$ cat src/rtl/core/mvt_pkg.sv
// Shared types, constants and helpers for the matrix-vector transform core.
package mvt_pkg;

  localparam int DATA_WIDTH_DEF = 32;
  localparam int FRAC_BITS_DEF  = 16;

  // Fixed port widths of the vector and result fields
  localparam int PORT_WIDTH  = 32;
  localparam int LANES       = 4;
  localparam int CELLS       = 4;

  // Configuration register file: two 64-bit words per matrix row
  localparam int NUM_REGS    = 8;
  localparam int REG_WIDTH   = 64;
  localparam int HALF_WIDTH  = 32;
  localparam int CFG_INDEX_W = 4;
  localparam int REG_SEL_W   = $clog2(NUM_REGS);

  typedef struct packed {
    logic valid;
    logic is_column;
  } stage_ctrl_t;

  // Identity matrix at reset: 1.0 sits on the diagonal of each row pair
  function automatic logic [REG_WIDTH-1:0] reset_value(input int unsigned idx,
                                                       input int unsigned frac);
    logic [REG_WIDTH-1:0] v;
    int unsigned row;
    v   = '0;
    row = idx >> 1;
    if ((row >> 1) == (idx & 1))
      v = REG_WIDTH'(1) << (frac + HALF_WIDTH * (row & 1));
    return v;
  endfunction

endpackage

$ cat src/rtl/core/mvt_sat.sv
// Output stage: drops the fraction bits, clamps to the data range and holds the result.
module mvt_sat #(
  parameter int DATA_WIDTH = mvt_pkg::DATA_WIDTH_DEF,
  parameter int FRAC_BITS  = mvt_pkg::FRAC_BITS_DEF
) (
  input  logic                                clk,
  input  logic                                rst,
  input  mvt_pkg::stage_ctrl_t                ctrl_in,
  output logic                                in_free,
  input  logic signed [2*DATA_WIDTH+1:0]      psum_in [mvt_pkg::LANES],
  output logic                                out_valid,
  input  logic                                out_ready,
  output logic signed [mvt_pkg::PORT_WIDTH-1:0] result [mvt_pkg::LANES],
  output logic                                saturated
);

  localparam int SUM_W = 2 * DATA_WIDTH + 2;
  localparam int UP_W  = SUM_W - DATA_WIDTH + 1;

  localparam logic signed [DATA_WIDTH-1:0] MAX_VAL = {1'b0, {(DATA_WIDTH-1){1'b1}}};
  localparam logic signed [DATA_WIDTH-1:0] MIN_VAL = {1'b1, {(DATA_WIDTH-1){1'b0}}};

  logic signed [SUM_W-1:0]      shifted [mvt_pkg::LANES];
  logic        [UP_W-1:0]       upper   [mvt_pkg::LANES];
  logic signed [DATA_WIDTH-1:0] clamped [mvt_pkg::LANES];
  logic        [mvt_pkg::LANES-1:0] clip;

  assign in_free = !out_valid || out_ready;

  // Floor shift, then the bits above the sign position must all match it
  always_comb begin
    for (int i = 0; i < mvt_pkg::LANES; i++) begin
      shifted[i] = psum_in[i] >>> FRAC_BITS;
      upper[i]   = shifted[i][SUM_W-1:DATA_WIDTH-1];
      clip[i]    = 1'b0;
      clamped[i] = shifted[i][DATA_WIDTH-1:0];
      if (!upper[i][UP_W-1] && (|upper[i])) begin
        clip[i]    = 1'b1;
        clamped[i] = MAX_VAL;
      end else if (upper[i][UP_W-1] && !(&upper[i])) begin
        clip[i]    = 1'b1;
        clamped[i] = MIN_VAL;
      end
    end
  end

  always_ff @(posedge clk) begin
    if (rst) begin
      out_valid <= 1'b0;
    end else if (in_free) begin
      out_valid <= ctrl_in.valid;
    end
  end

  always_ff @(posedge clk) begin
    if (in_free && ctrl_in.valid) begin
      for (int i = 0; i < mvt_pkg::LANES; i++)
        result[i] <= mvt_pkg::PORT_WIDTH'(clamped[i]);
      saturated <= |clip;
    end
  end

endmodule

$ cat config.mk
export PLATFORM = sky130hd
export DESIGN_NAME = mvt_sat
export DESIGN_NICKNAME = d
export VERILOG_FILES = /design/src/rtl/core/mvt_pkg.sv /design/src/rtl/core/mvt_sat.sv
export SDC_FILE = /design/constraint.sdc
export NUM_CORES = 1
export LEC_CHECK = 0
export BUFFER_PORTS_ARGS = -buffer_cell sky130_fd_sc_hd__buf_4
export CAP_MARGIN = 40
export CORE_AREA = 2 2 155 157
export CTS_BUF_LIST = sky130_fd_sc_hd__clkbuf_2 sky130_fd_sc_hd__clkbuf_4 sky130_fd_sc_hd__clkbuf_8
export CTS_CLUSTER_SIZE = 16
export DETAILED_ROUTE_END_ITERATION = 6
export DIE_AREA = 0 0 157 159
export SYNTH_ARGS = -nofsm -noshare
export SYNTH_HDL_FRONTEND = slang
export SYNTH_SLANG_ARGS = --single-unit
$ cat constraint.sdc
create_clock -name clk -period 10.6 [get_ports clk]
set_clock_uncertainty 0.15 [all_clocks]
set_input_delay 1.59 -clock clk [delete_from_list [all_inputs] [get_ports clk]]
set_output_delay 1.59 -clock clk [all_outputs]
set_load 0.01 [all_outputs]
==> impl_metrics.toml <==
[outcome]
status = "completed"

[run]
cap_viol_max_count = 0

[logic_synthesis]
syn-cell-area_sq_um = 5370
synth_fa_ha_area_share_pct = 0
yosys.cell_types.count = 16
yosys.area_share.simple_pct = 22.95
synth_cells = 469
synth-seq-area-share_pct = 72.51
avgSynthCellArea_sq_um = 11.45
synth_top_family_by_area = "simple AND/OR/NAND/NOR gates"
synth_top_area_share_pct = 72.13
syn_nets = 738
synth_xor_area_share_pct = 0
synth_compound_area_share_pct = 1.678
synthMuxAreaShare_pct = 0
synth.area.top_cells = "edfxtp_1 72%, nand2_1 18%, buf_2 2.2%"
synth_seq_cells = 130
yosys.area.top_type = "edfxtp_1"
yosysWarnings = 0

[route]
final_antenna_net_count = 0
wire_per_inst_um = 15.01
via_per_inst = 4.114
num_vias = 4673
drt-met1-wl_um = 6656
dr.pass1.iters = 4
drt_iter0_drc = 237
wl_met2_um = 8506
wl_met3_um = 1332
drc_errors = 0
top_layer = "met4"
wl_um = 17050

[clocking]
hold_buffers = 0
cts_resized = 0
clkSinkCount = 130
h-tree-depth = 4
clkTransAtPathRegs_ns = 0.08
cts_buffers = 17
cts_setup_buffers = 0
clock_path_buffers = 2
clock_latency_ns = 0.43
cts_tree = "done"
cts-root-buf = "clkbuf_8"

[place]
place_inst = 1104
gp_congestion = 0.8320
dpl_cell_area_sq_um = 8299
hpwl_um = 12730
dp_slack_ns = 6.336
io_buffers = 334

[floorplan]
start_util_pct = 23.15
core_sq_um = 23190
rows = 56
die_h_um = 159
fp.dieW_um = 157
ios = 400
dieArea_sq_um = 24960

[worst_setup_path]
cp_max_fo = 3
critPathBufInv = 2
cpMostUsedCell = "buf_4"
path_class = "in2out"
path_delay_family = "buffers and inverters"
startpoint_type = "input pin"
crit_chain = "buf_4, nand2b_1, buf_4"
slowest_stage = "nand2b_1"
cp.arrival_ns = 2.00
cp-end-kind = "primary output"
r2r_cells = 3
critPathMaxStageDelay_ns = 0.16
rr_startpoint = "out_valid"
crit_required_ns = 8.86
r2r_end = "result[56]"
crit_start = "out_ready"
rrSetupSlack_ns = 8.73

[worst_hold_path]
hold_start = "out_valid"
holdPathEnd = "out_valid"
hold_path_depth = 2
hold_class = "reg2reg"

[grt]
grt_pass1_wl_um = 25650
antenna_found_initial = 0
grt_use_total_pct = 13.51
grt_overflow_total = 0
grt_max_degree = 66
grt_pass1_vias = 4724

[finish]
layout-area-overhead-vs-synth_pct = 61.72
fin_area_sq_um = 8685
most-common-layout-cells = "343 x buf_4, 252 x nand2_1, 129 x edfxtp_1, 18 x nand4_1, 17 x clkbuf_8"
nNetsFinal = 1073
drive_above_1_share_pct = 47.00
fin_cells = 1136
num_antenna_cells = 0
mostFrequentLayoutCell = "buf_4"

[timing]
period_share_pct = 35.32
hold_violations = 0
final_max_slew_viol_count = 0
fmax_mhz = 267.1
post-route-min-period_ns = 3.744
setup_tns_ns = 0
rsz0062_at_grt = "no"
setup_violations = 0
tightestPinTransition_ns = 0.8593
finalWorstSetupSlack_ns = 6.856
slew_headroom_pct = 42.71

[power]
ir_drop_v = 0.00005537
p_leak_nw = 3.824
p_per_area_nw_per_um2 = 140.6
[logic make-up after synthesis]
group	count (synthesis)
buffers and inverters	33
AOI/OAI and AO/OA	9
and+or+nand+nor	297
DFF	130
[final cells by class]
type                    instances  area (sq um)
flip-flops and latches        130          3894
repair buffers                344          2603
clock buffers                  19         249.0
fillers                      2344         14510
multi-input cells             306          1385
well taps                     319         399.1
clock inverters                13         136.4
inverters                       5         18.77
[stage by stage]
step	total power [mW]	utilization, %	hold slack (ns)
after CTS	1.245	37.45	0.3912
after floorplan	0.6889	-	0.4430
final	1.221	37.45	0.3811
after global placement	0.8089	35.67	0.3730
after detailed placement	0.8139	35.78	0.3792
after global routing	1.283	37.45	0.4317
[worst reg2reg max path: cells and delay by family (launching register included)]
kind,cells,cell delay [ns]
DFF,1,0.32
and+or+nand+nor,2,0.30
buffers and inverters,1,0.68
[synthesized netlist by cell type (all sizes together)]
cell type,n
or2,1
dfxtp,1
buf,24
and2,1
nand3,4
o21ai,4
a21oi,1
or4,8
nand2b,1
inv,5
edfxtp,129
nor4,12
clkbuf,4
nand2,252
o41ai,4
nand4,18
[per-layer routing]
layer / vias up / global-route usage (%)
met3: 32 / 4.273
met5: - / 0
li1: 2288 / -
met1: 2146 / 15.46
met2: 207 / 22.59
met4: 0 / 6.839
[worst max path at each step]
stage	slack, ns	cells past startpoint	to
finish	6.86	3	in_free
global route	6.77	6	saturated
CTS	6.85	6	saturated
detailed placement	6.34	6	saturated
global placement	6.35	6	saturated
floorplan	5.17	2	result[0]
[flip-flops by register name, indices dropped and copies added (netlist names)]
register	count
out_valid	1
result	128
saturated	1
[power breakdown]
part	total, mW	leakage, nW	switching, mW	internal, mW
combinational	0.187	2.42	0.0890	0.0985
sequential	0.611	1.22	0.00776	0.603
clock	0.422	0.190	0.208	0.214
total	1.22	3.82	0.305	0.916
Power figures use the tool's default switching activity.
